$ cat src/hw/rtl/pia_pkg.sv
// Shared types and constants for the primitive index assembler.
// Used by every module of the block; no dependencies.
`timescale 1ns / 1ps

package pia_pkg;

  localparam int unsigned IdxW       = 32;
  localparam int unsigned IndexWidth = 32;
  localparam logic [IdxW-1:0] IndexMask = IdxW'((64'd1 << IndexWidth) - 64'd1);

  localparam int unsigned TypeW      = 3;
  localparam int unsigned CfgAddrW   = 3;
  localparam int unsigned CfgDataW   = 32;
  localparam int unsigned QueueDepth = 2;
  localparam int unsigned QPtrW      = $clog2(QueueDepth);
  localparam int unsigned QCntW      = $clog2(QueueDepth + 1);

  localparam logic [CfgAddrW-3:0] REG_PRIM_TYPE = '0;

  typedef enum logic [TypeW-1:0] {
    PRIM_TRI_LIST  = 3'd0,
    PRIM_TRI_STRIP = 3'd1,
    PRIM_TRI_FAN   = 3'd2,
    PRIM_POINTS    = 3'd3,
    PRIM_LINE_LIST = 3'd4
  } prim_type_e;

  typedef struct packed {
    logic [IdxW-1:0] idx0;
    logic [IdxW-1:0] idx1;
    logic [IdxW-1:0] idx2;
    logic [1:0]      cnt;
  } prim_job_t;

endpackage

$ cat src/hw/rtl/pia_front.sv
// Front end: type register, list state, classification of each index into a job.
// Depends on pia_pkg.
`timescale 1ns / 1ps

module pia_front (
  input  logic                              clk_i,
  input  logic                              rst_ni,
  input  logic                              cfg_we_i,
  input  logic [pia_pkg::TypeW-1:0]         cfg_type_i,
  output logic [pia_pkg::TypeW-1:0]         type_o,
  input  logic                              in_valid_i,
  output logic                              in_ready_o,
  input  logic [pia_pkg::IdxW-1:0]          vertex_index_i,
  input  logic                              list_last_i,
  input  logic                              full_i,
  output logic                              push_o,
  output pia_pkg::prim_job_t                job_o
);

  logic [pia_pkg::TypeW-1:0] type_q;
  logic [pia_pkg::IdxW-1:0]  first_q, first_d;
  logic [pia_pkg::IdxW-1:0]  older_q, older_d;
  logic [pia_pkg::IdxW-1:0]  newer_q, newer_d;
  logic [1:0]                pos_q, pos_d;
  logic                      par_q, par_d;
  logic [pia_pkg::IdxW-1:0]  v;
  logic                      accept;

  assign v          = vertex_index_i & pia_pkg::IndexMask;
  assign in_ready_o = ~full_i;
  assign accept     = in_valid_i & ~full_i;
  assign type_o     = type_q;
  assign push_o     = accept & (job_o.cnt != 2'd0);

  always_comb begin
    first_d = first_q;
    older_d = older_q;
    newer_d = newer_q;
    pos_d   = pos_q;
    par_d   = par_q;
    job_o   = '{idx0: v, idx1: v, idx2: v, cnt: 2'd0};
    case (type_q)
      pia_pkg::PRIM_TRI_STRIP: begin
        if (pos_q == 2'd0) begin
          older_d = v;
          pos_d   = 2'd1;
        end else if (pos_q == 2'd1) begin
          newer_d = v;
          pos_d   = 2'd2;
        end else begin
          job_o.idx0 = par_q ? newer_q : older_q;
          job_o.idx1 = par_q ? older_q : newer_q;
          job_o.cnt  = 2'd3;
          older_d    = newer_q;
          newer_d    = v;
          par_d      = ~par_q;
        end
      end
      pia_pkg::PRIM_TRI_FAN: begin
        if (pos_q == 2'd0) begin
          first_d = v;
          pos_d   = 2'd1;
        end else if (pos_q == 2'd1) begin
          newer_d = v;
          pos_d   = 2'd2;
        end else begin
          job_o.idx0 = first_q;
          job_o.idx1 = newer_q;
          job_o.cnt  = 2'd3;
          newer_d    = v;
        end
      end
      pia_pkg::PRIM_POINTS: begin
        job_o.cnt = 2'd1;
      end
      pia_pkg::PRIM_LINE_LIST: begin
        if (pos_q == 2'd0) begin
          older_d = v;
          pos_d   = 2'd1;
        end else begin
          job_o.idx0 = older_q;
          job_o.cnt  = 2'd2;
          pos_d      = 2'd0;
        end
      end
      default: begin
        if (pos_q == 2'd0) begin
          older_d = v;
          pos_d   = 2'd1;
        end else if (pos_q == 2'd1) begin
          newer_d = v;
          pos_d   = 2'd2;
        end else begin
          job_o.idx0 = older_q;
          job_o.idx1 = newer_q;
          job_o.cnt  = 2'd3;
          pos_d      = 2'd0;
        end
      end
    endcase
    if (list_last_i) begin
      first_d = '0;
      older_d = '0;
      newer_d = '0;
      pos_d   = 2'd0;
      par_d   = 1'b0;
    end
  end

  always_ff @(posedge clk_i or negedge rst_ni) begin
    if (!rst_ni) begin
      type_q  <= pia_pkg::PRIM_TRI_LIST;
      first_q <= '0;
      older_q <= '0;
      newer_q <= '0;
      pos_q   <= 2'd0;
      par_q   <= 1'b0;
    end else begin
      if (cfg_we_i) begin
        type_q <= cfg_type_i;
      end
      if (accept) begin
        first_q <= first_d;
        older_q <= older_d;
        newer_q <= newer_d;
        pos_q   <= pos_d;
        par_q   <= par_d;
      end
    end
  end

endmodule

$ cat src/hw/rtl/pia_queue.sv
// Short job queue between front and back end.
// Depends on pia_pkg.
`timescale 1ns / 1ps

module pia_queue (
  input  logic               clk_i,
  input  logic               rst_ni,
  input  logic               push_i,
  input  pia_pkg::prim_job_t job_i,
  output logic               full_o,
  input  logic               pop_i,
  output logic               empty_o,
  output pia_pkg::prim_job_t job_o
);

  pia_pkg::prim_job_t              mem_q [pia_pkg::QueueDepth];
  logic [pia_pkg::QPtrW-1:0]       wr_q;
  logic [pia_pkg::QPtrW-1:0]       rd_q;
  logic [pia_pkg::QCntW-1:0]       cnt_q;
  logic                            do_push;
  logic                            do_pop;

  assign full_o  = (cnt_q == pia_pkg::QCntW'(pia_pkg::QueueDepth));
  assign empty_o = (cnt_q == '0);
  assign job_o   = mem_q[rd_q];
  assign do_push = push_i & ~full_o;
  assign do_pop  = pop_i & ~empty_o;

  always_ff @(posedge clk_i) begin
    if (do_push) begin
      mem_q[wr_q] <= job_i;
    end
  end

  always_ff @(posedge clk_i or negedge rst_ni) begin
    if (!rst_ni) begin
      wr_q  <= '0;
      rd_q  <= '0;
      cnt_q <= '0;
    end else begin
      if (do_push) begin
        wr_q <= (wr_q == pia_pkg::QPtrW'(pia_pkg::QueueDepth - 1)) ? '0 : wr_q + 1'b1;
      end
      if (do_pop) begin
        rd_q <= (rd_q == pia_pkg::QPtrW'(pia_pkg::QueueDepth - 1)) ? '0 : rd_q + 1'b1;
      end
      if (do_push && !do_pop) begin
        cnt_q <= cnt_q + 1'b1;
      end else if (do_pop && !do_push) begin
        cnt_q <= cnt_q - 1'b1;
      end
    end
  end

endmodule

$ cat src/hw/rtl/pia_back.sv
// Back end: takes jobs from the queue and sends them out one index per beat.
// Depends on pia_pkg.
`timescale 1ns / 1ps

module pia_back (
  input  logic                     clk_i,
  input  logic                     rst_ni,
  input  logic                     empty_i,
  input  pia_pkg::prim_job_t       job_i,
  output logic                     pop_o,
  output logic                     out_valid_o,
  input  logic                     out_ready_i,
  output logic [pia_pkg::IdxW-1:0] out_index_o,
  output logic                     primitive_end_o
);

  pia_pkg::prim_job_t job_q;
  logic [1:0]         beat_q;
  logic               busy_q;
  logic               last_beat;
  logic               out_acc;

  assign last_beat       = (beat_q == job_q.cnt - 2'd1);
  assign out_acc         = busy_q & out_ready_i;
  assign pop_o           = ~empty_i & (~busy_q | (out_acc & last_beat));
  assign out_valid_o     = busy_q;
  assign primitive_end_o = last_beat;

  always_comb begin
    case (beat_q)
      2'd0:    out_index_o = job_q.idx0;
      2'd1:    out_index_o = job_q.idx1;
      default: out_index_o = job_q.idx2;
    endcase
  end

  always_ff @(posedge clk_i) begin
    if (pop_o) begin
      job_q <= job_i;
    end
  end

  always_ff @(posedge clk_i or negedge rst_ni) begin
    if (!rst_ni) begin
      beat_q <= 2'd0;
      busy_q <= 1'b0;
    end else begin
      if (pop_o) begin
        beat_q <= 2'd0;
        busy_q <= 1'b1;
      end else if (out_acc) begin
        if (last_beat) begin
          busy_q <= 1'b0;
        end
        beat_q <= beat_q + 2'd1;
      end
    end
  end

`ifndef SYNTHESIS
  a_beat_in_job: assert property (@(posedge clk_i) disable iff (!rst_ni)
    busy_q |-> (beat_q < job_q.cnt))
    else $error("beat beyond job length");

  a_no_empty_job: assert property (@(posedge clk_i) disable iff (!rst_ni)
    busy_q |-> (job_q.cnt != 2'd0))
    else $error("empty job in back end");

  a_drain_idle: assert property (@(posedge clk_i) disable iff (!rst_ni)
    (out_acc && last_beat && empty_i) |=> !busy_q)
    else $error("back end stays busy after final beat");

  a_next_beat: assert property (@(posedge clk_i) disable iff (!rst_ni)
    (out_acc && !last_beat) |=> (busy_q && beat_q == $past(beat_q) + 2'd1))
    else $error("beat did not advance");
`endif

endmodule

$ cat src/hw/rtl/primitive_index_assembler_core.sv
// Path: the completing index of a primitive is written into the job queue, then
// loaded into the back end's job register, from which its indices leave. Throughput:
// one output beat per cycle while out_ready_i is high and jobs are queued; a job emits
// 3 indices for triangles, 2 for lines, 1 for points. A 2-job queue decouples input.
// Reset: asynchronous, clears type (triangle list), list state and queue.
`timescale 1ns / 1ps

module primitive_index_assembler_core (
  input  logic                         clk_i,
  input  logic                         rst_ni,
  input  logic                         psel,
  input  logic                         penable,
  input  logic                         pwrite,
  input  logic [pia_pkg::CfgAddrW-1:0] paddr,
  input  logic [pia_pkg::CfgDataW-1:0] pwdata,
  output logic [pia_pkg::CfgDataW-1:0] prdata,
  output logic                         pready,
  input  logic                         in_valid_i,
  output logic                         in_ready_o,
  input  logic [31:0]                  vertex_index_i,
  input  logic                         list_last_i,
  output logic                         out_valid_o,
  input  logic                         out_ready_i,
  output logic [31:0]                  out_index_o,
  output logic                         primitive_end_o
);

  logic                      cfg_we;
  logic                      reg_hit;
  logic [pia_pkg::TypeW-1:0] prim_type;
  logic                      push;
  logic                      pop;
  logic                      full;
  logic                      empty;
  pia_pkg::prim_job_t        push_job;
  pia_pkg::prim_job_t        head_job;

  assign pready  = 1'b1;
  assign reg_hit = (paddr[pia_pkg::CfgAddrW-1:2] == pia_pkg::REG_PRIM_TYPE);
  assign cfg_we  = psel & penable & pwrite & reg_hit;
  assign prdata  = reg_hit ? pia_pkg::CfgDataW'(prim_type) : '0;

  pia_front u_front (
    .clk_i          (clk_i),
    .rst_ni         (rst_ni),
    .cfg_we_i       (cfg_we),
    .cfg_type_i     (pwdata[pia_pkg::TypeW-1:0]),
    .type_o         (prim_type),
    .in_valid_i     (in_valid_i),
    .in_ready_o     (in_ready_o),
    .vertex_index_i (vertex_index_i),
    .list_last_i    (list_last_i),
    .full_i         (full),
    .push_o         (push),
    .job_o          (push_job)
  );

  pia_queue u_queue (
    .clk_i   (clk_i),
    .rst_ni  (rst_ni),
    .push_i  (push),
    .job_i   (push_job),
    .full_o  (full),
    .pop_i   (pop),
    .empty_o (empty),
    .job_o   (head_job)
  );

  pia_back u_back (
    .clk_i           (clk_i),
    .rst_ni          (rst_ni),
    .empty_i         (empty),
    .job_i           (head_job),
    .pop_o           (pop),
    .out_valid_o     (out_valid_o),
    .out_ready_i     (out_ready_i),
    .out_index_o     (out_index_o),
    .primitive_end_o (primitive_end_o)
  );

endmodule

$ cat config.mk
export PLATFORM = sky130hd
export DESIGN_NAME = primitive_index_assembler_core
export DESIGN_NICKNAME = d
export VERILOG_FILES = /design/src/hw/rtl/pia_pkg.sv /design/src/hw/rtl/pia_front.sv /design/src/hw/rtl/pia_queue.sv /design/src/hw/rtl/pia_back.sv /design/src/hw/rtl/primitive_index_assembler_core.sv
export SDC_FILE = /design/constraint.sdc
export NUM_CORES = 1
export LEC_CHECK = 0
export ABC_AREA = 0
export BUFFER_PORTS_ARGS = -buffer_cell sky130_fd_sc_hd__buf_4
export CAP_MARGIN = 10
export CORE_MARGIN = 1
export CORE_UTILIZATION = 35
export CTS_CLUSTER_DIAMETER = 100
export DETAILED_ROUTE_END_ITERATION = 7
export GPL_ROUTABILITY_DRIVEN = 0
export SYNTH_ARGS = -nofsm -noshare
export SYNTH_HDL_FRONTEND = slang
export SYNTH_SLANG_ARGS = --single-unit
$ cat constraint.sdc
create_clock -name clk_i -period 10.51 [get_ports clk_i]
set_input_delay 2.102 -clock clk_i [delete_from_list [all_inputs] [get_ports clk_i]]
set_output_delay 2.102 -clock clk_i [all_outputs]
set_load 0.005 [all_outputs]
==> results_dict.tcl <==
set metrics [dict create \
    outcome "complete, no violations" \
    dpl.cell_count 2161 \
    final_cells 2241 \
    ys_warn_count 0 \
    clock-sinks 403 \
    p_seq_frac 0.418 \
    rows 84 \
    core_area_mm2 0.0530 \
    hp-class "reg -> reg" \
    layout_commonest_cell "edfxtp_1" \
    cts_tree "yes" \
    holdBufCountCts 0 \
    synth.ff_latch_count 403 \
    place_ws_ns 5.71 \
    finish.utilization 0.406 \
    track_usage 0.173 \
    mostFrequentLayoutCells "edfxtp_1 (294), o21ai_0 (112), buf_4 (108)" \
    drtIter0Drc 1148 \
    drc 0 \
    place.detailed.hpwl_mm 26.6 \
    clock_path_buffers 3 \
    grt_setup_unrepaired "false" \
    fillers 5002 \
    fmaxAchievable_mhz 203 \
    vias_per_cell 5.67 \
    io_pins 143 \
    vdd_drop_max_uv 128 \
    detail_route.wl_per_cell_um 21.5 \
    die_h_um 235 \
    critical_path_class "reg -> out" \
    cp.arrival_ns 2.82 \
    grt_pass1_vias 12737 \
    fin_crit_ns 4.92 \
    drive_gt1_frac 0.211 \
    synthCells 1490 \
    dieWidth_um 235 \
    cp-start-kind "flip-flop" \
    initial_core_util 0.357 \
    power.leakage_uw 0.00772 \
    hold_viol_final 0 \
    htreeDepth 2 \
    synth_edf_count 294 \
    fin_ws_ns 5.59 \
    yosysTopAreaCell "edfxtp_1" \
    pwr-share-clk 0.265 \
    comb_power_share 0.317 \
    seq_area_frac_synth 0.610 \
    gr-total-overflow 0 \
    cts_root_buf "clkbuf_16" \
    drtAntennaViolNets 0 \
    internal-power_uw 3940 \
    routed_wl_mm 48.2 \
    syn_avg_cell_area_um2 12.7 \
    maxCapViolations 0 \
    cts_setup_buffers 0 \
    required_ns 8.41 \
    clkLatencyLatePin_ns 0.58 \
    synth.area.top_cells "edfxtp_1 (47%), dfrtp_1 (14%), mux2_2 (6.2%), mux2i_1 (3.6%), o21ai_0 (3.0%)" \
    syn_area_mm2 0.0189 \
    vias 12709 \
    synthFlopType "edfxtp_1" \
    slew_viol_final 0 \
    power_density_mw_per_mm2 277 \
    power.switching_uw 2020 \
    period_share 0.468 \
    grt_pass1_wl_mm 74.3 \
    dieArea_mm2 0.0550 \
    fin_skew_ns 0.0174 \
    drt-pass1-iter-count 5 \
    synth_top_area_frac 0.466 \
    async_reset_ff_frac 0.270 \
    cp-end-kind "output pin" \
    fin_nets 1596 \
    worst-path-max-fanout 33 \
    num_antenna_cells 0 \
    fin_setup_tns_ns 0 \
    post_dp_cell_area_mm2 0.0200 \
    grt_start_max_net_pins 110 \
    antenna_found_initial 0 \
    io_buffers 81 \
    path_clk_slew_ns 0.05 \
    cts_buffers 43 \
    syn2layout_area_growth_pct 13.4 \
    swShare 0.339 \
    maxSlewHeadroom 0.245 \
    cts_resized 0 \
    tightest_slew_ns 1.13 \
    setup_viol 0 \
    synth_cell_type_count 58 \
    fin_area_mm2 0.0215 \
]
[critical path: stages, from the launching register on]
cell     delay, ns
dfrtp_1       0.38
inv_1         0.08
ha_2          0.17
buf_4         0.30
nor2_4        0.89
nand2_1       0.13
nand2_1       0.15
buf_4         0.12
[sequential cells by signal, summed over array words and instances, names as in the netlist]
| register | flops |
|---|---|
| u_front.first_q | 32 |
| u_queue.rd_q | 1 |
| u_back.job_q | 98 |
| u_queue.mem_q | 196 |
| u_back.out_valid_o | 1 |
| u_front.older_q | 32 |
| u_front.par_q | 1 |
| u_front.newer_q | 32 |
| u_back.beat_q | 2 |
| u_queue.cnt_q | 2 |
| u_queue.wr_q | 1 |
| u_front.type_o | 3 |
| u_front.pos_q | 2 |
[final cells by class]
cell class / instances / area [um2] / area share
Clock buffer: 67 / 1310 / 0.0609
Sequential cell: 403 / 11600 / 0.538
Timing Repair Buffer: 108 / 811 / 0.0377
Clock inverter: 13 / 185 / 0.00862
Inverter: 72 / 270 / 0.0126
Tap cell: 688 / 861 / 0.0401
Multi-Input combinational cell: 890 / 6480 / 0.302
[power by group through the flow]
| stage | clock [uW] | sequential, uW | combinational [uW] |
|---|---|---|---|
| after global placement | 0 | 2490 | 1860 |
| after CTS | 1620 | 2490 | 1920 |
| after floorplan | 0 | 2430 | 1300 |
| final | 1580 | 2490 | 1890 |
| after global routing | 1670 | 2540 | 2070 |
| after detailed placement | 0 | 2510 | 1910 |
[worst paths after layout]
path                                                from                              to  slack [ns]  cells past startpoint
max                         u_back.beat_q[0]$_DFFE_PN0P_                  out_index_o[2]        5.59                      7
min                         u_queue.cnt_q[1]$_DFFE_PN0P_    u_queue.cnt_q[1]$_DFFE_PN0P_        0.52                      1
max reg2reg                u_front.type_o[2]$_DFFE_PN0P_  u_queue.mem_q[0][64]$_DFFE_PP_        6.54                      5
min reg2reg                 u_queue.cnt_q[1]$_DFFE_PN0P_    u_queue.cnt_q[1]$_DFFE_PN0P_        0.52                      1
max in group asynchronous                         rst_ni       u_front.par_q$_DFFE_PN0P_        7.52                      2
min in group asynchronous                         rst_ni    u_back.beat_q[0]$_DFFE_PN0P_        1.54                      1
[kinds of logic after synthesis]
group / share of synthesized area
mux: 0.0983
other cells: 0.000397
xor+xnor: 0.00231
fa+ha+maj: 0.00304
buf+inv: 0.0572
simple gates: 0.0759
compound gates: 0.153
flops: 0.610
[cell usage after synthesis (3+ instances only)]
library cell  count
o21ai_0         114
edfxtp_1        294
nand2_1          74
inv_1            69
a31oi_1           4
nand2b_1          6
nor2b_1           3
a21oi_1           3
buf_2            43
xnor2_1           3
nand3_1          32
nor3_1           32
mux2i_1          69
o21ai_1          20
ha_1              3
buf_6             5
buf_4            39
o22ai_1          33
or3b_1           10
o221ai_1          3
a22oi_1          32
mux2_2          104
dfrtp_1         109
nor2_1           43
clkbuf_1         66
nand4_1          32
or3b_2           21
a222oi_1         32
and3_1            4
a22o_1           64
a21boi_0         31
or2_2             3
a211oi_1         30
a221oi_1         30
[layer usage]
layer / part of all wire / GRT usage / vias up
li1: - / - / 5736
met1: 0.44 / 0.231 / 6438
met2: 0.48 / 0.287 / 456
met3: 0.054 / 0.0274 / 79
met4: 0.023 / 0.0556 / 0
met5: 0 / 0 / -
[stage by stage]
stage                     hold slack (ns)  power, uW
final                               0.525       5960
after global routing                0.533       6280
after CTS                           0.522       6020
after detailed placement            0.511       4420
after global placement              0.494       4350
after floorplan                     0.460       3730
No activity file was read; power rests on OpenSTA's default activity.
